===== config.mk =====
export PLATFORM = sky130hd
export DESIGN_NAME = expression_stack_alu
export DESIGN_NICKNAME = d
export VERILOG_FILES = /design/src/hdl/esa_pkg.sv /design/src/hdl/expression_stack_alu.sv
export SDC_FILE = /design/constraint.sdc
export NUM_CORES = 2
export LEC_CHECK = 0
export ABC_AREA = 1
export BUFFER_PORTS_ARGS = -buffer_cell sky130_fd_sc_hd__buf_2
export CORE_UTILIZATION = 41
export CTS_CLUSTER_DIAMETER = 50
export DETAILED_ROUTE_END_ITERATION = 8
export GPL_ROUTABILITY_DRIVEN = 0
export PLACE_DENSITY = 0.52
export SLEW_MARGIN = 20
export SYNTH_ARGS = -nofsm -noshare
export SYNTH_HDL_FRONTEND = slang
export SYNTH_SLANG_ARGS = --single-unit

===== constraint.sdc =====
create_clock -name clk -period 11.3 [get_ports clk]
set_input_delay 1.695 -clock clk [delete_from_list [all_inputs] [get_ports clk]]
set_output_delay 1.695 -clock clk [all_outputs]
set_load 0.02 [all_outputs]

===== src/hdl/esa_pkg.sv =====
// Package for the expression stack ALU: codes, payload types, defaults.
`default_nettype none
package esa_pkg;
	localparam int unsigned DataWidth = 32;
	localparam int unsigned DefStackDepth = 64;
	localparam int unsigned DefVarCount = 26;

	typedef enum logic [3:0] {
		ACT_PUSH = 4'd0, ACT_ADD = 4'd1, ACT_SUB = 4'd2, ACT_NEG = 4'd3,
		ACT_MUL = 4'd4, ACT_DIV = 4'd5, ACT_CMP = 4'd6, ACT_STORE = 4'd7,
		ACT_FETCH = 4'd8, ACT_POP = 4'd9, ACT_CLEAR = 4'd10
	} action_t;

	typedef enum logic [2:0] {
		ST_OK = 3'd0, ST_OVERFLOW = 3'd1, ST_UNDERFLOW = 3'd2,
		ST_DIVZERO = 3'd3, ST_BADVAR = 3'd4, ST_BADREL = 3'd5
	} status_t;

	typedef enum logic [2:0] {
		REL_EQ = 3'd0, REL_LT = 3'd1, REL_LE = 3'd2,
		REL_NE = 3'd3, REL_GT = 3'd4, REL_GE = 3'd5
	} rel_t;

	typedef enum logic [2:0] {
		S_IDLE, S_RD1, S_RD2, S_RD3, S_EXEC, S_SERIAL, S_DONE
	} state_t;

	typedef struct packed {
		logic [3:0] action;
		logic signed [31:0] operand;
	} in_item_t;

	typedef struct packed {
		logic [2:0] status;
		logic signed [31:0] popped_value;
		logic condition_true;
		logic [6:0] stack_depth;
	} out_item_t;
endpackage
`default_nettype wire


===== src/hdl/expression_stack_alu.sv =====
// Top level: expression stack, variable file and bit-serial arithmetic unit.
`default_nettype none
// Expression stack ALU. Assert start with an item while busy is low; the item
// is transferred at that edge and busy rises. Exactly one result follows,
// shown for one cycle with done high; the receiver cannot stall it, so sample
// it when done is high. busy stays high through the done cycle, so the next
// transfer can come in the cycle after the result. Stack entries live in a
// memory read one address per cycle; an action that reads the stack passes
// through the read states RD1, RD2 and RD3. Push, clear, unused action codes
// and underflow skip the reads and go from RD1 to EXEC and DONE; add, sub,
// neg, compare, store, fetch, pop and divide by zero read, then go through
// EXEC to DONE; mul and div read, then shift one bit per cycle through a
// 32-step serial loop in SERIAL before DONE. Variables are held in flip-flops
// with valid bits; reset clears only those, so no clearing pass is needed.
module expression_stack_alu #(
	parameter int unsigned STACK_DEPTH = esa_pkg::DefStackDepth,
	parameter int unsigned VARIABLE_COUNT = esa_pkg::DefVarCount
) (
	input  wire logic               clk,
	input  wire logic               arst_n,
	input  wire logic               start,
	input  wire esa_pkg::in_item_t  in_item,
	output logic                    busy,
	output logic                    done,
	output esa_pkg::out_item_t      result
);
	import esa_pkg::*;

	localparam int unsigned AW = $clog2(STACK_DEPTH);
	localparam int unsigned CW = $clog2(STACK_DEPTH + 1);
	localparam int unsigned VW = (VARIABLE_COUNT > 1) ? $clog2(VARIABLE_COUNT) : 1;

	state_t state_q, state_d;
	logic [3:0] act_q;
	logic [31:0] opnd_q;
	logic [CW-1:0] cnt_q;
	// Operands: b = top, r = second; the third entry sits in rd_q during EXEC
	logic [31:0] b_q, r_q;
	logic [31:0] mem [STACK_DEPTH];
	logic [31:0] rd_q;
	logic [AW-1:0] rd_addr;
	logic [31:0] vars_q [VARIABLE_COUNT];
	logic [VARIABLE_COUNT-1:0] vvalid_q;
	// Serial unit
	logic [5:0] bit_q;
	logic [31:0] acc_q, sh_q, dv_q;
	logic neg_q;
	out_item_t res_q;
	out_item_t res_d;
	logic done_q;

	logic [31:0] abs_a, abs_b, rem_sh, rem_sub;
	logic need_ser;
	logic [2:0] need;

	always_comb begin
		need = 3'd0;
		case (act_q)
			ACT_ADD, ACT_SUB, ACT_MUL, ACT_DIV, ACT_STORE: need = 3'd2;
			ACT_NEG, ACT_FETCH, ACT_POP: need = 3'd1;
			ACT_CMP: need = 3'd3;
			default: need = 3'd0;
		endcase
	end

	// underflow check done in IDLE->RD path via cnt
	logic underflow;
	assign underflow = ({{(32-CW){1'b0}}, cnt_q} < {29'd0, need});

	always_comb begin
		rd_addr = '0;
		case (state_q)
			S_RD1: rd_addr = AW'(cnt_q - CW'(1));
			S_RD2: rd_addr = AW'(cnt_q - CW'(2));
			default: rd_addr = AW'(cnt_q - CW'(3));
		endcase
	end

	always_ff @(posedge clk) begin
		rd_q <= mem[rd_addr];
	end

	logic we;
	logic [AW-1:0] waddr;
	logic [31:0] wdata;

	always_ff @(posedge clk) begin
		if (we) mem[waddr] <= wdata;
	end

	assign abs_a = r_q[31] ? 32'd0 - r_q : r_q;
	assign abs_b = b_q[31] ? 32'd0 - b_q : b_q;
	assign rem_sh = {acc_q[30:0], sh_q[31]};
	assign rem_sub = rem_sh - dv_q;

	always_comb begin
		state_d = state_q;
		case (state_q)
			S_IDLE: if (start) state_d = S_RD1;
			S_RD1: state_d = (need == 3'd0 || underflow) ? S_EXEC : S_RD2;
			S_RD2: state_d = S_RD3;
			S_RD3: state_d = S_EXEC;
			S_EXEC: state_d = need_ser ? S_SERIAL : S_DONE;
			S_SERIAL: if (bit_q == 6'd31) state_d = S_DONE;
			S_DONE: state_d = S_IDLE;
			default: state_d = S_IDLE;
		endcase
	end

	always_comb begin
		busy = (state_q != S_IDLE);
		done = done_q;
		result = res_q;
	end

	logic [VW-1:0] vidx;
	logic vidx_ok, rel_ok, holds;
	logic signed [31:0] sa, sb;
	assign need_ser = !underflow && (act_q == ACT_MUL ||
		(act_q == ACT_DIV && b_q != 32'd0));

	always_comb begin
		vidx = (act_q == ACT_FETCH) ? VW'(b_q) : VW'(r_q);
		vidx_ok = (act_q == ACT_FETCH) ? (b_q < 32'(VARIABLE_COUNT))
			: (r_q < 32'(VARIABLE_COUNT));
		rel_ok = r_q < 32'd6;
		// left operand of compare: third entry, read during RD3
		sa = rd_q;
		sb = b_q;
		case (rel_t'(r_q[2:0]))
			REL_EQ: holds = sa == sb;
			REL_LT: holds = sa < sb;
			REL_LE: holds = sa <= sb;
			REL_NE: holds = sa != sb;
			REL_GT: holds = sa > sb;
			default: holds = sa >= sb;
		endcase
	end

	// Result of the item, captured in EXEC
	always_comb begin
		res_d = '0;
		res_d.status = ST_OK;
		res_d.stack_depth = 7'(cnt_q);
		if (underflow) res_d.status = ST_UNDERFLOW;
		else begin
			case (act_q)
				ACT_PUSH: if (cnt_q < CW'(STACK_DEPTH))
					res_d.stack_depth = 7'(cnt_q + CW'(1));
					else res_d.status = ST_OVERFLOW;
				ACT_ADD, ACT_SUB, ACT_MUL: res_d.stack_depth = 7'(cnt_q - CW'(1));
				ACT_DIV: if (b_q == 32'd0) begin
					res_d.status = ST_DIVZERO;
					res_d.stack_depth = 7'(cnt_q - CW'(2));
				end else res_d.stack_depth = 7'(cnt_q - CW'(1));
				ACT_CMP: if (!rel_ok) res_d.status = ST_BADREL;
					else begin
						res_d.condition_true = holds;
						res_d.stack_depth = 7'(cnt_q - CW'(3));
					end
				ACT_STORE: if (!vidx_ok) res_d.status = ST_BADVAR;
					else res_d.stack_depth = 7'(cnt_q - CW'(2));
				ACT_FETCH: if (!vidx_ok) res_d.status = ST_BADVAR;
				ACT_POP: begin
					res_d.popped_value = b_q;
					res_d.stack_depth = 7'(cnt_q - CW'(1));
				end
				ACT_CLEAR: res_d.stack_depth = '0;
				default: res_d.status = ST_OK;
			endcase
		end
	end

	// Memory write selection (EXEC or end of serial op)
	always_comb begin
		we = 1'b0;
		waddr = AW'(cnt_q);
		wdata = opnd_q;
		if (state_q == S_EXEC && !underflow) begin
			case (act_q)
				ACT_PUSH: begin
					we = cnt_q < CW'(STACK_DEPTH);
				end
				ACT_ADD: begin we = 1'b1; waddr = AW'(cnt_q - CW'(2)); wdata = r_q + b_q; end
				ACT_SUB: begin we = 1'b1; waddr = AW'(cnt_q - CW'(2)); wdata = r_q - b_q; end
				ACT_NEG: begin we = 1'b1; waddr = AW'(cnt_q - CW'(1)); wdata = 32'd0 - b_q; end
				ACT_FETCH: begin
					we = vidx_ok; waddr = AW'(cnt_q - CW'(1));
					wdata = vvalid_q[vidx] ? vars_q[vidx] : 32'd0;
				end
				default: we = 1'b0;
			endcase
		end else if (state_q == S_SERIAL && bit_q == 6'd31) begin
			we = 1'b1;
			waddr = AW'(cnt_q - CW'(2));
			if (act_q == ACT_MUL) wdata = sh_q[31] ? acc_q + dv_q : acc_q;
			else begin
				wdata = (rem_sh >= dv_q) ? {sh_q[30:0], 1'b1} : {sh_q[30:0], 1'b0};
				if (neg_q) wdata = 32'd0 - wdata;
			end
		end
	end

	always_ff @(posedge clk or negedge arst_n) begin
		if (!arst_n) begin
			state_q <= S_IDLE;
			cnt_q <= '0;
			done_q <= 1'b0;
			vvalid_q <= '0;
		end else begin
			state_q <= state_d;
			done_q <= (state_q == S_EXEC && !need_ser) ||
				(state_q == S_SERIAL && bit_q == 6'd31);
			if (state_q == S_EXEC && !underflow) begin
				case (act_q)
					ACT_PUSH: if (cnt_q < CW'(STACK_DEPTH)) cnt_q <= cnt_q + CW'(1);
					ACT_ADD, ACT_SUB: cnt_q <= cnt_q - CW'(1);
					ACT_DIV: if (b_q == 32'd0) cnt_q <= cnt_q - CW'(2);
					ACT_CMP: if (rel_ok) cnt_q <= cnt_q - CW'(3);
					ACT_STORE: if (vidx_ok) begin
						cnt_q <= cnt_q - CW'(2);
						vvalid_q[vidx] <= 1'b1;
					end
					ACT_POP: cnt_q <= cnt_q - CW'(1);
					ACT_CLEAR: cnt_q <= '0;
					default: cnt_q <= cnt_q;
				endcase
			end
			if (state_q == S_SERIAL && bit_q == 6'd31) cnt_q <= cnt_q - CW'(1);
		end
	end

	always_ff @(posedge clk) begin
		case (state_q)
			S_IDLE: if (start) begin
				act_q <= in_item.action;
				opnd_q <= in_item.operand;
			end
			S_RD2: b_q <= rd_q;
			S_RD3: r_q <= rd_q;
			S_EXEC: begin
				bit_q <= '0;
				res_q <= res_d;
				if (act_q == ACT_MUL) begin
					acc_q <= '0;
					sh_q <= b_q;
					dv_q <= r_q;
				end else begin
					acc_q <= '0;
					sh_q <= abs_a;
					dv_q <= abs_b;
					neg_q <= r_q[31] ^ b_q[31];
				end
			end
			S_SERIAL: begin
				bit_q <= bit_q + 6'd1;
				if (act_q == ACT_MUL) begin
					// MSB-first shift-add, low 32 bits kept
					acc_q <= sh_q[31] ? {acc_q[30:0], 1'b0} + {dv_q[30:0], 1'b0}
						: {acc_q[30:0], 1'b0};
					sh_q <= {sh_q[30:0], 1'b0};
				end else begin
					// restoring divide, one quotient bit per cycle
					acc_q <= (rem_sh >= dv_q) ? rem_sub : rem_sh;
					sh_q <= {sh_q[30:0], (rem_sh >= dv_q)};
				end
			end
			default: ;
		endcase
	end

	always_ff @(posedge clk) begin
		if (state_q == S_EXEC && !underflow && act_q == ACT_STORE && vidx_ok)
			vars_q[vidx] <= b_q;
	end

	assert property (@(posedge clk) disable iff (!arst_n) done |-> !$past(done))
		else $error("done held two cycles");
	assert property (@(posedge clk) disable iff (!arst_n) done |=> !busy)
		else $error("busy after done");
	assert property (@(posedge clk) disable iff (!arst_n)
		cnt_q <= CW'(STACK_DEPTH)) else $error("stack count out of range");
	assert property (@(posedge clk) disable iff (!arst_n)
		(start && !busy) |=> busy) else $error("transfer not taken");
endmodule
`default_nettype wire


After elaboration in Yosys (flattened, before gate mapping)
Memory sizes are Yosys's and may differ from the RTL's. A register that Yosys moved wholly into a read port is not among the register bits.
Cells that the tools add are included.

word-level totals
  input port bits = 39
  register bits = 283
  memories kept = 3
  output and inout port bits = 45
  logic and storage cells = 172
  ROM bits = 32
  memory bits (writable) = 2,880

operators by class
  eq/ne operators = 26
  $add $sub $neg = 13
  mux-type cells = 59
  reductions and logical operators = 36
  bitwise operators = 6
  $lt $le $gt $ge = 12

memory list
  memory           words  bits a word  read ports  clocked after memory_dff  write ports  line                        source
  mem              64     32           1           1                         1            expression_stack_alu.sv:39  logic [31:0] mem [STACK_DEPTH];
  vars_q           26     32           1           0                         1            expression_stack_alu.sv:42  logic [31:0] vars_q [VARIABLE_COUNT];
  (no name shown)  16     2            1           1                         0            expression_stack_alu.sv:58  case (act_q)

operators by type and width
  kind                                                                   number
  32-bit two-way mux                                                     13
  32-bit case mux with 2 select lines                                    2
  32-bit case mux with 4 select lines                                    1
  32-bit adder                                                           3
  1-bit by 32-bit subtractor with 32-bit output, first input constant    3
  7-bit case mux with 6 select lines                                     2
  32-bit >= comparator                                                   2
  32-bit by 5-bit < comparator with 1-bit output, second input constant  2
  32-bit subtractor                                                      2
  7-bit two-way mux                                                      8
  6-bit case mux with 2 select lines                                     3
  32-bit == test                                                         1
  32-bit greater-than comparator                                         1
  32-bit <= comparator                                                   1
  32-bit logical NOT                                                     1
  32-bit by 3-bit < comparator with 1-bit output, second input constant  1
  32-bit < comparator                                                    1
  32-bit != test                                                         1
  32-bit nonzero test                                                    1
  26-bit bitwise OR                                                      1
  3-bit case mux with 6 select lines                                     1
  4-bit by 3-bit == test with 1-bit output, second input constant        4
  3-bit two-way mux                                                      5
  7-bit by 2-bit subtractor with 7-bit output, second input constant     2
  45 further kinds                                                       90

Depth between registers and ports, before layout
  depth after elaboration = 7
  gate-level depth with buffers = 28
  depth with buffers taken out = 28

Worst setup path after synthesis
No wires, ideal clock.

  kind = register to register
  start point = reg b_q[1]
  end point = mem mem[0][15], data pin
  arrival = 4.752 ns
  stages on the path, launching flop included = 22
  slack = 6.001 ns
  period minus slack after synthesis = 5.299 ns
  path through = edfxtp_1 inv_2 ha_1 nand2_1 nor2_1 nand2_1 nor2_1 nand3_1 o21ai_0 nand2_1 nand2_1 o21ai_0 ha_1 a21oi_1 o21bai_1 a21oi_1 nand2_1 a21oi_1 o21ai_0 nand3_1 nand2_1 a21oi_1

on the way
  word-level cells in the longest chain between the ends = 6

ends and longest elaborated chain
  what                                                                                                   line                         source
  start, declared                                                                                        expression_stack_alu.sv:38   logic [31:0] b_q, r_q;
  start signal, assigned                                                                                 expression_stack_alu.sv:239  S_RD2: b_q <= rd_q;
  parallel branches: the longest is 4 deep, another holds 1-bit by 32-bit subtractor with 32-bit output  --
  32-bit case mux with 4 select lines *                                                                  expression_stack_alu.sv:180  case (act_q)
  32-bit two-way mux *                                                                                   expression_stack_alu.sv:179  if (state_q == S_EXEC && !underflow) begin
  net wdata[15]                                                                                          expression_stack_alu.sv:85   logic [31:0] wdata;
  end, declared                                                                                          expression_stack_alu.sv:39

Mark *: on every way through the listed nets, which the timed path passes. The select of a mux whose other input is x is not followed.

Worst setup path after layout
  start point = reg b_q[1]
  end point = mem mem[44][26], data pin

Same word-level chain as after synthesis.

==> results_dict.tcl <==
set metrics [dict create \
    tightest_slew_ns 1.133 \
    grt_pass1_wl_um 671200 \
    ys.flop_type "edfxtp_1" \
    min_from "vvalid_q[7]" \
    drc 0 \
    syn_area_um2 143100 \
    pin_count 84 \
    synth_common_cells "3126 x edfxtp_1, 2909 x nand2_1, 1417 x inv_1" \
    relSlewSlack 0.2364 \
    cp_common_cell "nand2_1" \
    reg2reg_depth 28 \
    clock-sinks 3197 \
    r2r_start "b_q[1]" \
    wl_met3_um 36550 \
    synth.avg_cell_area_um2 10.77 \
    yosys_warnings 0 \
    whs_path_depth 2 \
    die_h_um 592.8 \
    wl_met2_um 213100 \
    yosysTopAreaCellShare 0.6559 \
    fin_area_um2 163000 \
    synth_area_leaders "edfxtp_1 66%, nand2_1 7.6%, inv_1 3.7%" \
    initial_core_util 0.4128 \
    antenna_found_initial 28 \
    drv_cap 0 \
    cts_resized 0 \
    crit_path_end_kind "register" \
    synth_nets 13480 \
    root_buffer "clkbuf_16" \
    grt_max_degree 182 \
    critPathKind "reg2reg" \
    wl_per_cell_um 25.52 \
    path_clk_slew_ns 0.06 \
    max_freq_mhz 160.6 \
    grt_pass1_vias 95010 \
    max-vdd-ir-drop_mv 0.4339 \
    dp_cells 17530 \
    core_area_um2 346700 \
    h-tree-depth 5 \
    vias_per_cell 5.546 \
    io_buffers 83 \
    drt_iter0_drc 11150 \
    yosysMostFrequentCell "edfxtp_1" \
    startpoint_type "register" \
    synth_enable_flop_cells 3126 \
    status "finished clean" \
    hold_path_end "vvalid_q[7]" \
    synthCells 13290 \
    vias 101400 \
    die-area_um2 351400 \
    cts_tree "yes" \
    syn_to_final_growth_pct 13.90 \
    dp_hpwl_um 272800 \
    met1_length_um 196300 \
    row_count 216 \
    finalHoldViolCount 0 \
    cts_hold_buf 0 \
    track_usage 0.2608 \
    fin_worst_skew_ns 0.05430 \
    r2r_slack_ns 5.07 \
    totalWireLength_um 466400 \
    hp-class "reg2reg" \
    clock_latency_ns 0.96 \
    worstPathRequired_ns 11.95 \
    antenna_left 0 \
    setup_tns_ns 0 \
    placed_area_um2 149600 \
    grt_overflow 0 \
    post_cts_buffers 0 \
    ys_ff_latch 3197 \
    final_nets 13540 \
    slowest_stage "edfxtp_1" \
    hold_slack_ns 0.4567 \
    finalCritPeriodShare 0.5511 \
    highest_layer "met4" \
    rr_endpoint "mem[44][26]" \
    async_reset_ff_frac 0.01157 \
    rsz0062_at_grt "no" \
    fin_crit_ns 6.227 \
    slew_violations 0 \
    synth.distinct_cells 64 \
    die_w_um 592.8 \
    cts_buffers 395 \
    max_stage_delay_ns 0.80 \
    leakagePower_nw 60.85 \
    drive_gt1_frac 0.09601 \
    yosysSeqAreaShare 0.6671 \
    first_pass_iters 8 \
    final_cells 18280 \
    setup_violations 0 \
    pwr_density_cell_nw_per_um2 323.8 \
    arrival_ns 6.87 \
    clockBufferDepth 4 \
    path_max_fanout 40 \
    yosys.area.top_type "edfxtp_1" \
]
[final cells by class]
| cell class | count | area (µm²) |
|---|---|---|
| Clock buffer | 471 | 10410 |
| Inverter | 1439 | 5413 |
| Fill cell | 31460 | 183700 |
| Antenna cell | 13 | 32.53 |
| Tap cell | 4578 | 5728 |
| Timing Repair Buffer | 351 | 2963 |
| Clock inverter | 256 | 2870 |
| Multi-Input combinational cell | 7972 | 40110 |
| Sequential cell | 3197 | 95480 |
[layer usage]
layer / vias to the layer above / global-route usage
li1: 46220 / -
met1: 50000 / 0.3573
met2: 4280 / 0.4139
met3: 873 / 0.04332
met4: 0 / 0.1047
met5: - / 0
[metrics by stage]
stage,total power [W],setup WS (ns),util
after floorplan,0.03006,6.001,-
after global placement,0.03967,5.148,0.4303
after detailed placement,0.03988,5.216,0.4315
after CTS,0.05275,5.213,0.4698
after global routing,0.05537,4.683,0.4700
final,0.05278,5.073,0.4701
[critical path, delay by kind of cell (launching register included)]
family / cells / cell delay, ns
AOI/OAI and AO/OA: 3 / 0.33
adders and majority gates: 1 / 0.38
buffers and inverters: 3 / 1.06
DFF: 1 / 0.80
and+or+nand+nor: 21 / 3.23
[state kept, by name, indices dropped and copies added (netlist names)]
register / count
done: 1
neg_q: 1
b_q: 32
act_q: 4
vars_q: 832
cnt_q: 7
dv_q: 32
rd_q: 32
sh_q: 32
mem: 2048
acc_q: 32
state_q: 3
result: 43
opnd_q: 32
vvalid_q: 26
bit_q: 6
r_q: 32
need: 2
[logic make-up (layout without fill, tap and decap cells)]
| family | after synthesis | after routing | synth area share |
|---|---|---|---|
| AOI/OAI and AO/OA | 2445 | 2445 | 0.1017 |
| xor gates and xnor gates | 78 | 78 | 0.004904 |
| adders and majority gates | 148 | 148 | 0.01310 |
| buffers and inverters | 2121 | 2517 | 0.05909 |
| DFF | 3197 | 3197 | 0.6671 |
| other | 0 | 13 | 0 |
| and+or+nand+nor | 5301 | 5301 | 0.1541 |
[how the worst max path moves through the flow]
stage              from           to  slack, ns  cells past startpoint
2_1_floorplan    b_q[1]   mem[0][15]       6.00                     21
3_3_place_gp   act_q[0]   mem[46][7]       5.15                     18
3_5_place_dp     b_q[1]  mem[43][26]       5.22                     15
4_1_cts          b_q[1]  mem[33][26]       5.21                     15
5_1_grt          b_q[1]  mem[36][26]       4.68                     28
6_report         b_q[1]  mem[44][26]       5.07                     28
[power breakdown]
part | switching (W) | total [W] | internal (W)
Sequential | 0.000586 | 0.0157 | 0.0151
Clock | 0.00509 | 0.0128 | 0.00773
Combinational | 0.0184 | 0.0243 | 0.00587
Total | 0.0241 | 0.0528 | 0.0287
[placed cells by master (no fill, tap or decap), types with 63 or more instances in the layout]
master     synthesis  final
ha_1             145    145
buf_4             35    229
or2_2            163    163
nand3b_1         141    141
nand2_1         2909   2878
o21ai_1          120    120
a21oi_1          343    342
nor2_1          1290   1194
o211ai_1         671    671
o22ai_1          158    158
nor2_4             3     99
buf_2            255     83
clkinv_2           0     65
o21ai_0         1001   1001
clkbuf_16          0    404
clkinv_1           5     63
nand3_1          646    646
inv_1           1417   1413
edfxtp_1        3126   3126
Note: power is estimated with default switching activity, not from simulation.
